--- config.mk ---
export PLATFORM = sky130hd
export DESIGN_NAME = tls_record_deframer
export DESIGN_NICKNAME = d
export VERILOG_FILES = /design/src/sv/trd_pkg.sv /design/src/sv/tls_record_deframer.sv /design/src/sv/trd_front.sv /design/src/sv/trd_queue.sv /design/src/sv/trd_back.sv
export SDC_FILE = /design/constraint.sdc
export NUM_CORES = 1
export LEC_CHECK = 0
export BUFFER_PORTS_ARGS = -buffer_cell sky130_fd_sc_hd__clkbuf_2
export CAP_MARGIN = 10
export CORE_ASPECT_RATIO = 0.8
export CORE_MARGIN = 2
export CORE_UTILIZATION = 50
export CTS_CLUSTER_DIAMETER = 150
export DETAILED_ROUTE_END_ITERATION = 16
export GPL_TIMING_DRIVEN = 0
export PLACE_DENSITY = 0.72
export SYNTH_ARGS = -nofsm -noshare
export SYNTH_HDL_FRONTEND = slang
export SYNTH_SLANG_ARGS = --single-unit
--- constraint.sdc ---
create_clock -name clk -period 5.1 [get_ports clk]
set_input_delay 0.765 -clock clk [delete_from_list [all_inputs] [get_ports clk]]
set_output_delay 0.765 -clock clk [all_outputs]
set_load 0.01 [all_outputs]
--- src/sv/trd_pkg.sv ---
// Shared types and constants for the record deframer.
// Holds the verdict codes, the result word layout and header constants.
// No dependencies.
package trd_pkg;

    localparam logic [2:0]  HDR_LEN    = 3'd5;
    localparam logic [15:0] WRAP_LIMIT = 16'd65531;

    localparam logic       CFG_MAJOR = 1'b0;
    localparam logic       CFG_MINOR = 1'b1;
    localparam logic [7:0] MAJOR_RESET = 8'd3;
    localparam logic [7:0] MINOR_RESET = 8'd3;

    typedef enum logic [1:0] {
        V_OK        = 2'd0,
        V_SHORT_HDR = 2'd1,
        V_SHORT_PAY = 2'd2,
        V_BAD       = 2'd3
    } verdict_t;

    typedef struct packed {
        logic [7:0]  out_byte;
        logic        payload_valid;
        logic [7:0]  record_type;
        logic [15:0] record_length;
        logic        verdict_valid;
        verdict_t    verdict;
    } result_t;

endpackage

--- src/sv/tls_record_deframer.sv ---
// Top level of the record deframer: parser front end, result queue and output stage.
// Depends on trd_pkg, trd_front, trd_queue and trd_back.
//
// The input channel takes one stream byte per word, with buffer_end marking the
// last byte of the buffer. Every accepted input word yields exactly one output
// word carrying the payload byte (if any), the current record type and length,
// and the record verdict when one is due.
// Throughput is one word per cycle while in_ready is high; the parser updates its header
// index and payload counter for each accepted byte. The result word enters the queue at
// the edge that accepts the input word and moves into the output register, where
// out_valid rises, once that register is free to take it.
// When the receiver stalls, results collect in the QUEUE_DEPTH-entry queue plus
// the output register; in_ready drops only when the queue is full.
// Reset clears the parser to expect a new header, empties the queue and sets
// both expected version bytes to 3. Config writes take effect on the next cycle.
module tls_record_deframer
    import trd_pkg::*;
#(
    parameter int QUEUE_DEPTH = 4
)
(
    input  logic        clk,
    input  logic        rst_n,
    input  logic        cfg_we,
    input  logic        cfg_index,
    input  logic [7:0]  cfg_data,
    input  logic        in_valid,
    output logic        in_ready,
    input  logic [7:0]  data_byte,
    input  logic        buffer_end,
    output logic        out_valid,
    input  logic        out_ready,
    output logic [7:0]  out_byte,
    output logic        payload_valid,
    output logic [7:0]  record_type,
    output logic [15:0] record_length,
    output logic        verdict_valid,
    output logic [1:0]  verdict
);

    logic    push_valid;
    logic    push_ready;
    result_t push_word;
    logic    pop_valid;
    logic    pop_ready;
    result_t pop_word;
    result_t out_word;

    assign in_ready = push_ready;

    trd_front u_front (
        .clk        (clk),
        .rst_n      (rst_n),
        .cfg_we     (cfg_we),
        .cfg_index  (cfg_index),
        .cfg_data   (cfg_data),
        .in_valid   (in_valid),
        .in_ready   (push_ready),
        .data_byte  (data_byte),
        .buffer_end (buffer_end),
        .push_valid (push_valid),
        .push_word  (push_word)
    );

    trd_queue #(
        .DEPTH (QUEUE_DEPTH)
    ) u_queue (
        .clk        (clk),
        .rst_n      (rst_n),
        .push_valid (push_valid),
        .push_ready (push_ready),
        .push_word  (push_word),
        .pop_valid  (pop_valid),
        .pop_ready  (pop_ready),
        .pop_word   (pop_word)
    );

    trd_back u_back (
        .clk       (clk),
        .rst_n     (rst_n),
        .pop_valid (pop_valid),
        .pop_ready (pop_ready),
        .pop_word  (pop_word),
        .out_valid (out_valid),
        .out_ready (out_ready),
        .out_word  (out_word)
    );

    assign out_byte      = out_word.out_byte;
    assign payload_valid = out_word.payload_valid;
    assign record_type   = out_word.record_type;
    assign record_length = out_word.record_length;
    assign verdict_valid = out_word.verdict_valid;
    assign verdict       = out_word.verdict;

endmodule

--- src/sv/trd_front.sv ---
// Front end of the record deframer: header parser, payload counter and config registers.
// Produces one result word per accepted input word.
// Depends on trd_pkg.
module trd_front
    import trd_pkg::*;
(
    input  logic        clk,
    input  logic        rst_n,
    input  logic        cfg_we,
    input  logic        cfg_index,
    input  logic [7:0]  cfg_data,
    input  logic        in_valid,
    input  logic        in_ready,
    input  logic [7:0]  data_byte,
    input  logic        buffer_end,
    output logic        push_valid,
    output result_t     push_word
);

    logic [7:0]  major_reg, major_next;
    logic [7:0]  minor_reg, minor_next;
    logic [2:0]  hdr_idx_reg, hdr_idx_next;
    logic [7:0]  type_reg, type_next;
    logic        vgood_reg, vgood_next;
    logic [15:0] len_reg, len_next;
    logic [15:0] left_reg, left_next;
    logic        fire;
    logic        vvalid;
    verdict_t    vcode;
    verdict_t    rec_verdict;
    logic [15:0] left_dec;

    assign fire = in_valid && in_ready;
    assign push_valid = in_valid;
    assign left_dec = left_reg - 16'd1;
    assign rec_verdict = (vgood_reg && (type_reg != 8'd0)) ? V_OK : V_BAD;

    always_comb
    begin
        major_next = major_reg;
        minor_next = minor_reg;
        if (cfg_we)
        begin
            case (cfg_index)
                CFG_MAJOR: major_next = cfg_data;
                CFG_MINOR: minor_next = cfg_data;
                default:   major_next = major_reg;
            endcase
        end
    end

    always_comb
    begin
        hdr_idx_next = hdr_idx_reg;
        type_next    = type_reg;
        vgood_next   = vgood_reg;
        len_next     = len_reg;
        left_next    = left_reg;
        vvalid       = 1'b0;
        vcode        = V_OK;
        push_word.out_byte      = 8'd0;
        push_word.payload_valid = 1'b0;
        if (hdr_idx_reg >= HDR_LEN)
        begin
            push_word.out_byte      = data_byte;
            push_word.payload_valid = 1'b1;
            left_next = left_dec;
            if (left_dec == 16'd0)
            begin
                vvalid = 1'b1;
                vcode  = rec_verdict;
            end
            else if (buffer_end)
            begin
                vvalid = 1'b1;
                vcode  = V_SHORT_PAY;
            end
        end
        else
        begin
            case (hdr_idx_reg)
                3'd0:
                begin
                    type_next  = data_byte;
                    len_next   = 16'd0;
                    vgood_next = 1'b1;
                end
                3'd1: vgood_next = vgood_reg && (data_byte == major_reg);
                3'd2: vgood_next = vgood_reg && (data_byte == minor_reg);
                3'd3: len_next = {data_byte, 8'd0};
                default: len_next = {len_reg[15:8], len_reg[7:0] | data_byte};
            endcase
            hdr_idx_next = hdr_idx_reg + 3'd1;
            if (hdr_idx_next == HDR_LEN)
            begin
                left_next = len_next;
                if (len_next >= WRAP_LIMIT)
                begin
                    vvalid = 1'b1;
                    vcode  = V_BAD;
                end
                else if (len_next == 16'd0)
                begin
                    vvalid = 1'b1;
                    vcode  = rec_verdict;
                end
                else if (buffer_end)
                begin
                    vvalid = 1'b1;
                    vcode  = V_SHORT_PAY;
                end
            end
            else if (buffer_end)
            begin
                vvalid = 1'b1;
                vcode  = V_SHORT_HDR;
            end
        end
        if (vvalid)
        begin
            hdr_idx_next = 3'd0;
            vgood_next   = 1'b1;
            left_next    = 16'd0;
        end
        push_word.record_type   = type_next;
        push_word.record_length = len_next;
        push_word.verdict_valid = vvalid;
        push_word.verdict       = vcode;
    end

    always_ff @(posedge clk or negedge rst_n)
    begin
        if (!rst_n)
        begin
            major_reg   <= MAJOR_RESET;
            minor_reg   <= MINOR_RESET;
            hdr_idx_reg <= 3'd0;
            type_reg    <= 8'd0;
            vgood_reg   <= 1'b1;
            len_reg     <= 16'd0;
            left_reg    <= 16'd0;
        end
        else
        begin
            major_reg <= major_next;
            minor_reg <= minor_next;
            if (fire)
            begin
                hdr_idx_reg <= hdr_idx_next;
                type_reg    <= type_next;
                vgood_reg   <= vgood_next;
                len_reg     <= len_next;
                left_reg    <= left_next;
            end
        end
    end

    a_verdict_restarts: assert property (@(posedge clk) disable iff (!rst_n)
        fire && push_word.verdict_valid |=> hdr_idx_reg == 3'd0 && left_reg == 16'd0)
        else $error("parser did not restart after a verdict");

    a_payload_phase: assert property (@(posedge clk) disable iff (!rst_n)
        fire && push_word.payload_valid |-> hdr_idx_reg >= HDR_LEN)
        else $error("payload word emitted during header");

    a_idle_verdict: assert property (@(posedge clk) disable iff (!rst_n)
        fire && !push_word.verdict_valid |-> push_word.verdict == V_OK)
        else $error("verdict code set without verdict_valid");

endmodule

--- src/sv/trd_queue.sv ---
// Short result queue between the parser and the output stage.
// A circular buffer with a fill count; depth set by a parameter.
// Depends on trd_pkg.
module trd_queue
    import trd_pkg::*;
#(
    parameter int DEPTH = 4
)
(
    input  logic    clk,
    input  logic    rst_n,
    input  logic    push_valid,
    output logic    push_ready,
    input  result_t push_word,
    output logic    pop_valid,
    input  logic    pop_ready,
    output result_t pop_word
);

    localparam int PTR_W = (DEPTH > 1) ? $clog2(DEPTH) : 1;
    localparam int CNT_W = $clog2(DEPTH + 1);
    localparam logic [PTR_W-1:0] LAST_PTR = PTR_W'(DEPTH - 1);
    localparam logic [CNT_W-1:0] FULL_CNT = CNT_W'(DEPTH);

    result_t          mem [DEPTH];
    logic [PTR_W-1:0] wr_ptr_reg, wr_ptr_next;
    logic [PTR_W-1:0] rd_ptr_reg, rd_ptr_next;
    logic [CNT_W-1:0] count_reg, count_next;
    logic             push_fire;
    logic             pop_fire;

    assign push_ready = (count_reg != FULL_CNT);
    assign pop_valid  = (count_reg != '0);
    assign push_fire  = push_valid && push_ready;
    assign pop_fire   = pop_valid && pop_ready;
    assign pop_word   = mem[rd_ptr_reg];

    always_comb
    begin
        wr_ptr_next = wr_ptr_reg;
        rd_ptr_next = rd_ptr_reg;
        count_next  = count_reg;
        if (push_fire)
        begin
            wr_ptr_next = (wr_ptr_reg == LAST_PTR) ? '0 : wr_ptr_reg + 1'b1;
        end
        if (pop_fire)
        begin
            rd_ptr_next = (rd_ptr_reg == LAST_PTR) ? '0 : rd_ptr_reg + 1'b1;
        end
        if (push_fire && !pop_fire)
        begin
            count_next = count_reg + 1'b1;
        end
        else if (pop_fire && !push_fire)
        begin
            count_next = count_reg - 1'b1;
        end
    end

    always_ff @(posedge clk)
    begin
        if (push_fire)
        begin
            mem[wr_ptr_reg] <= push_word;
        end
    end

    always_ff @(posedge clk or negedge rst_n)
    begin
        if (!rst_n)
        begin
            wr_ptr_reg <= '0;
            rd_ptr_reg <= '0;
            count_reg  <= '0;
        end
        else
        begin
            wr_ptr_reg <= wr_ptr_next;
            rd_ptr_reg <= rd_ptr_next;
            count_reg  <= count_next;
        end
    end

    a_count_bound: assert property (@(posedge clk) disable iff (!rst_n)
        count_reg <= FULL_CNT)
        else $error("queue count exceeds depth");

    a_count_grows: assert property (@(posedge clk) disable iff (!rst_n)
        push_fire && !pop_fire |=> count_reg == $past(count_reg) + 1'b1)
        else $error("queue count did not follow a push");

endmodule

--- src/sv/trd_back.sv ---
// Output stage of the record deframer: one registered result word toward the receiver.
// Takes a new word whenever it is empty or its word is being taken.
// Depends on trd_pkg.
module trd_back
    import trd_pkg::*;
(
    input  logic    clk,
    input  logic    rst_n,
    input  logic    pop_valid,
    output logic    pop_ready,
    input  result_t pop_word,
    output logic    out_valid,
    input  logic    out_ready,
    output result_t out_word
);

    logic    valid_reg, valid_next;
    result_t word_reg;

    assign pop_ready  = !valid_reg || out_ready;
    assign valid_next = pop_ready ? pop_valid : valid_reg;
    assign out_valid  = valid_reg;
    assign out_word   = word_reg;

    always_ff @(posedge clk)
    begin
        if (pop_ready && pop_valid)
        begin
            word_reg <= pop_word;
        end
    end

    always_ff @(posedge clk or negedge rst_n)
    begin
        if (!rst_n)
        begin
            valid_reg <= 1'b0;
        end
        else
        begin
            valid_reg <= valid_next;
        end
    end

endmodule

After elaboration in Yosys (flattened, before gate mapping)
Memories as Yosys holds them, arrays and structs flattened. A register that Yosys moved wholly into a read port is not among the register bits. Index checks and enable logic that the tools add are counted.

Memories kept: 1. Bits in writable memories: 144. Register bits: 68. Output and inout bits: 38. Input port bits: 23.

Memory list: u_queue.mem (words 4, width 36, read ports 1, clocked after Yosys merged registers in 1, wr ports 1, line trd_queue.sv:25) `result_t mem [DEPTH];`.

$add $sub $neg: 6. Eq/ne operators: 10. Bitwise logic cells: 2. Multiplexer cells: 34. Order comparisons: 2. Reductions and logical operators: 25.

Operator list (count): $mux 16 (5); $pmux 16 s3 (1); $logic_not 16->1 (2); $mux 2 (9); $eq 8x8->1 (2); $ge 16x16->1 const B (1); $mux 8 (2); $sub 16x1->16 const B (1); $mux 3 (4); $mux 1 (11); $mux 9 (1); $or 8x8->8 (1); $reduce_and 2->1 (4); $reduce_bool 8->1 (1); $logic_and 1x1->1 (7); $add 3x1->3 const B (2); $eq 3x2->1 const B (2); $reduce_bool 3->1 (2); $add 2x1->2 const B (2); $eq 2x2->1 const B (2); $reduce_bool 4->1 (1); $eq 3x1->1 const B (1); $eq 3x3->1 const B (1); $ge 3x3->1 const B (1); other kinds (11) (13).

Depth between registers and ports, before layout
Depth in word-level cells: 11. Mapped depth: 13. Mapped depth without buffers: 10.

Modules after synthesis
Synthesis repeated with hierarchy kept, for this count alone.

Cells, all modules: 700. Area, all modules: 10886.7 µm².

Modules (own cells, without submodules): trd_queue (area an instance 5645.4 µm², times used 1, cells each 225, sequential area each 4499.3 µm²); trd_front (area an instance 4106.4 µm², times used 1, cells each 435, sequential area each 1507.7 µm²); trd_back (area an instance 1134.8 µm², times used 1, cells each 40, sequential area each 1106.1 µm²).

Worst setup path before layout
OpenSTA, ideal clock, no wires.

Path kind: input port to flip-flop. Start point: input out_ready. End point: register u_queue.count_reg[1]. Buffers on the path: 0. Library setup time: 0.125 ns. Arrival: 3.797 ns. Stages: 7. Path slack: 1.178 ns. Data required time: 4.975 ns. Cell sequence: inv_1 -> a21oi_1 -> inv_1 -> ha_1 -> inv_1 -> fa_1 -> mux2_2.

Word-level cells in the longest chain between the ends: 5. Elaborated cells on any way between the ends: 7. Those cells by class: mux (1); reduce/logical (6).

RTL lines: start, declared (line tls_record_deframer.sv:32) `input logic out_ready,`; $logic_or 1x1->1 (line trd_back.sv:20) `assign pop_ready = !valid_reg || out_ready;`; $logic_and 1x1->1 (line trd_queue.sv:35) `assign pop_fire = pop_valid && pop_ready;`; named net u_queue.pop_fire (line trd_queue.sv:30) `logic pop_fire;`; $logic_not 1->1 (line trd_queue.sv:51) `if (push_fire && !pop_fire)`; $logic_and 1x1->1 (line trd_queue.sv:51); $mux 3 (line trd_queue.sv:51); named net u_queue.count_next[1] (line trd_queue.sv:28) `logic [CNT_W-1:0] count_reg, count_next;`; end signal, assigned (line trd_queue.sv:81) `count_reg <= count_next;`; end, declared (line trd_queue.sv:28).

The timed path passes the listed nets, and every way through them passes these cells. A chain may end at the register's enable or synchronous reset.

==> results.py <==
metrics = {
    "floorplanning": {
        "die_w_microns": 168.2,
        "dieArea_sq_um": 22750,
        "start_util": 0.5041,
        "die_h_microns": 135.3,
        "design.core.area_sq_um": 21380,
        "io_pins": 61,
        "rows": 48,
    },
    "power_and_ir_drop": {
        "sw_frac_of_total": 0.3489,
        "power.switching_mw": 2.788,
        "power_frac_seq": 0.421,
        "cellLeakagePower_nw": 4.666,
        "intPower_mw": 5.204,
        "peakVddDrop_uv": 299.1,
        "p_per_area_nw_per_um2": 648.8,
        "power.share.combinational": 0.359,
        "power.share.clock": 0.220,
    },
    "synth": {
        "avgSynthCellArea_sq_um": 14.31,
        "ys_types": 69,
        "syn-instance-count": 753,
        "syn_area_sq_um": 10780,
        "ys_top_cells_by_count": "180 x edfxtp_1, 78 x nand2_1, 77 x nor2_1",
        "synth_top_area_frac": 0.5015,
        "ys.flop_type": "edfxtp_1",
        "syn-num-nets": 791,
        "ys_seq_area_frac": 0.6600,
        "async_reset_ff_frac": 0.2742,
        "synth-edff-count": 180,
        "ys_ff_latch": 248,
        "yosys.cell_count.top_type": "edfxtp_1",
        "yosysWarnings": 0,
        "yosys.area.top_type": "edfxtp_1",
        "ys_top_cells_by_area": "edfxtp_1 50%, dfrtp_1 15%, mux4_2 7.5%",
    },
    "layout": {
        "largest_reg_flops": 144,
        "drive_gt1_frac": 0.2360,
        "fillers": 1677,
        "regMostFlops": "u_queue.mem",
        "diodes": 0,
        "area_growth_pct": 14.29,
        "final_nets": 880,
    },
    "grt": {
        "grt_use_total": 0.2078,
        "antenna_found_initial": 0,
        "grt_pass1_vias": 6490,
        "grt_overflow": 0,
        "grt_pass1_wl_mm": 36.35,
        "grt_max_degree": 43,
    },
    "sta": {
        "slew_headroom": 0.2817,
        "tns_ps": 0,
        "setup_viol": 0,
        "rsz0062_at_grt": "no",
        "final.min_clock_period_ps": 3373,
        "slew_viol_final": 0,
        "timing.final.crit_share": 0.6614,
        "hold_violations": 0,
        "fmax_ghz": 0.2965,
        "holdWs_ps": 192.4,
        "worst_pin_slew_ps": 1068,
        "skew_ps": 13.87,
    },
    "clock_network": {
        "clk_path_buf_depth": 3,
        "cts_inserted_buffers": 25,
        "clock-sinks": 248,
        "clk_latency_ps": 540,
        "tritoncts": "yes",
        "cts_resized": 0,
        "ctsHtreeMaxLevel": 1,
        "clk_pin_slew_ps": 60,
        "root_buffer": "clkbuf_16",
        "hold_buffers": 0,
        "cts_setup_buffers": 0,
    },
    "placed_design": {
        "dp_hpwl_mm": 15.31,
        "place.port_buffers": 56,
        "gp_congestion": 0.9764,
    },
    "detailed_routing": {
        "ant_nets": 0,
        "firstDrtPassIters": 5,
        "drcViolationCount": 0,
        "drt_wl_total_mm": 22.84,
        "wire_per_inst_microns": 20.13,
        "routed_via_density": 5.885,
        "first_iter_violations": 707,
        "num_vias": 6680,
    },
    "worst_setup_path": {
        "critPathKind": "flop to flop",
        "r2r-start": "u_front.hdr_idx_reg[0]",
        "crit_chain": "inv_1, ha_1, nor2b_1, buf_2, nor2_1, a221oi_1, nand4_1, nor4_2, o22ai_1, a221o_1",
        "startpoint_type": "flop",
        "cp_slowest_cell": "a221oi_1",
        "arrival_ps": 3620,
        "worst-r2r-cell-count": 10,
        "r2r_end": "u_queue.mem[0][1]",
        "crit_fanout": 10,
        "cpPeakStageDelay_ps": 610,
        "worstSetupEndpointType": "flop",
        "reg2reg_slack_ps": 1730,
        "cp_data_required_time_ps": 5340,
    },
    "outcome": {
        "status": "finished, final reports clean",
    },
    "flow_run": {
        "maxCapViolations": 0,
    },
    "min_path": {
        "hold_path_class": "input pin to async pin",
    },
}
-- stage by stage --
stage	instances	util	setup WS, ps	power, mW	cell area [sq um]
6_report	1135	0.5761	1727	7.992	12320
5_1_grt	1135	0.5761	1494	8.454	12320
4_1_cts	1135	0.5761	1798	8.019	12320
3_5_place_dp	1090	0.5398	1808	6.256	11540
3_3_place_gp	1084	0.5333	39.26	6.151	11400
2_1_floorplan	753	-	1178	5.345	10780
-- placed cells by master, fill, tap and decap left out, types with 4 or more instances in the layout --
master,instances
clkbuf_2,56
a21o_1,8
a21oi_1,26
buf_1,6
or4_1,4
nand2_1,78
nor2b_1,4
mux2_2,27
nand4_1,4
nand3_1,5
clkinv_1,5
buf_2,6
edfxtp_1,180
a31oi_1,6
o21ai_0,27
clkbuf_1,28
xnor2_1,7
o21ai_1,7
inv_1,17
and2_1,9
o22ai_1,6
and3_2,4
o31ai_1,4
nor4_1,9
ha_1,14
mux2i_1,8
a221oi_1,4
clkbuf_16,25
a22oi_1,4
xor2_1,6
buf_12,6
dfstp_2,5
dfrtp_1,63
nor3_1,13
mux4_2,36
o21ai_2,9
nor2_1,77
-- cell families after synthesis --
| group | count (synthesis) | synth area share |
|---|---|---|
| AO/OA/AOI/OAI | 119 | 0.07349 |
| XOR/XNOR | 13 | 0.01056 |
| adder cells (fa/ha/maj) | 15 | 0.01811 |
| buffers and inverters | 55 | 0.02310 |
| flip-flops | 248 | 0.6600 |
| multiplexers | 71 | 0.1109 |
| AND/OR/NAND/NOR | 232 | 0.1039 |
-- power by group through the flow --
| stage | combinational [mW] | clock, mW | sequential, mW |
|---|---|---|---|
| final | 2.87 | 1.76 | 3.36 |
| after global routing | 3.15 | 1.88 | 3.43 |
| after CTS | 2.87 | 1.79 | 3.36 |
| after floorplan | 1.93 | 0 | 3.42 |
| after global placement | 2.75 | 0 | 3.40 |
| after detailed placement | 2.86 | 0 | 3.40 |
-- worst max path at each step --
stage	from	to	slack, ps	cells after the start
2_1_floorplan	out_ready	u_queue.count_reg[1]	1180	7
3_3_place_gp	out_ready	u_queue.count_reg[1]	40	8
3_5_place_dp	u_front.hdr_idx_reg[0]	u_queue.mem[1][1]	1810	10
4_1_cts	u_front.hdr_idx_reg[1]	u_queue.mem[2][1]	1800	10
5_1_grt	u_front.hdr_idx_reg[1]	u_queue.mem[1][1]	1490	10
6_report	u_front.hdr_idx_reg[0]	u_queue.mem[0][1]	1730	10
-- layout make-up --
cell class / count / area, sq um / area share
Tap cell: 275 / 344.1 / 0.02793
Clock buffer: 34 / 659.4 / 0.05353
Buffer: 37 / 181.4 / 0.01473
Inverter: 18 / 67.56 / 0.005485
Multi-Input combinational cell: 450 / 3432 / 0.2786
Timing Repair Buffer: 62 / 402.9 / 0.03271
Sequential cell: 248 / 7113 / 0.5774
Clock inverter: 11 / 117.6 / 0.009548
-- routing by layer --
metal  up-vias  routed length (microns)  track usage
met5         -                        0            0
met4         0                      594      0.05508
met3        46                     1930      0.03330
met2       305                    10250       0.3251
met1      3311                    10070       0.3085
li1       3018                        -            -
-- worst max-delay path, delay by kind of cell (launching register included) --
kind | cells | cell delay (ps)
AND/OR/NAND/NOR | 4 | 860
buffers and inverters | 2 | 380
adder cells (fa/ha/maj) | 1 | 210
flip-flops | 1 | 420
AO/OA/AOI/OAI | 3 | 1200
(Power assumes the default switching activity.)
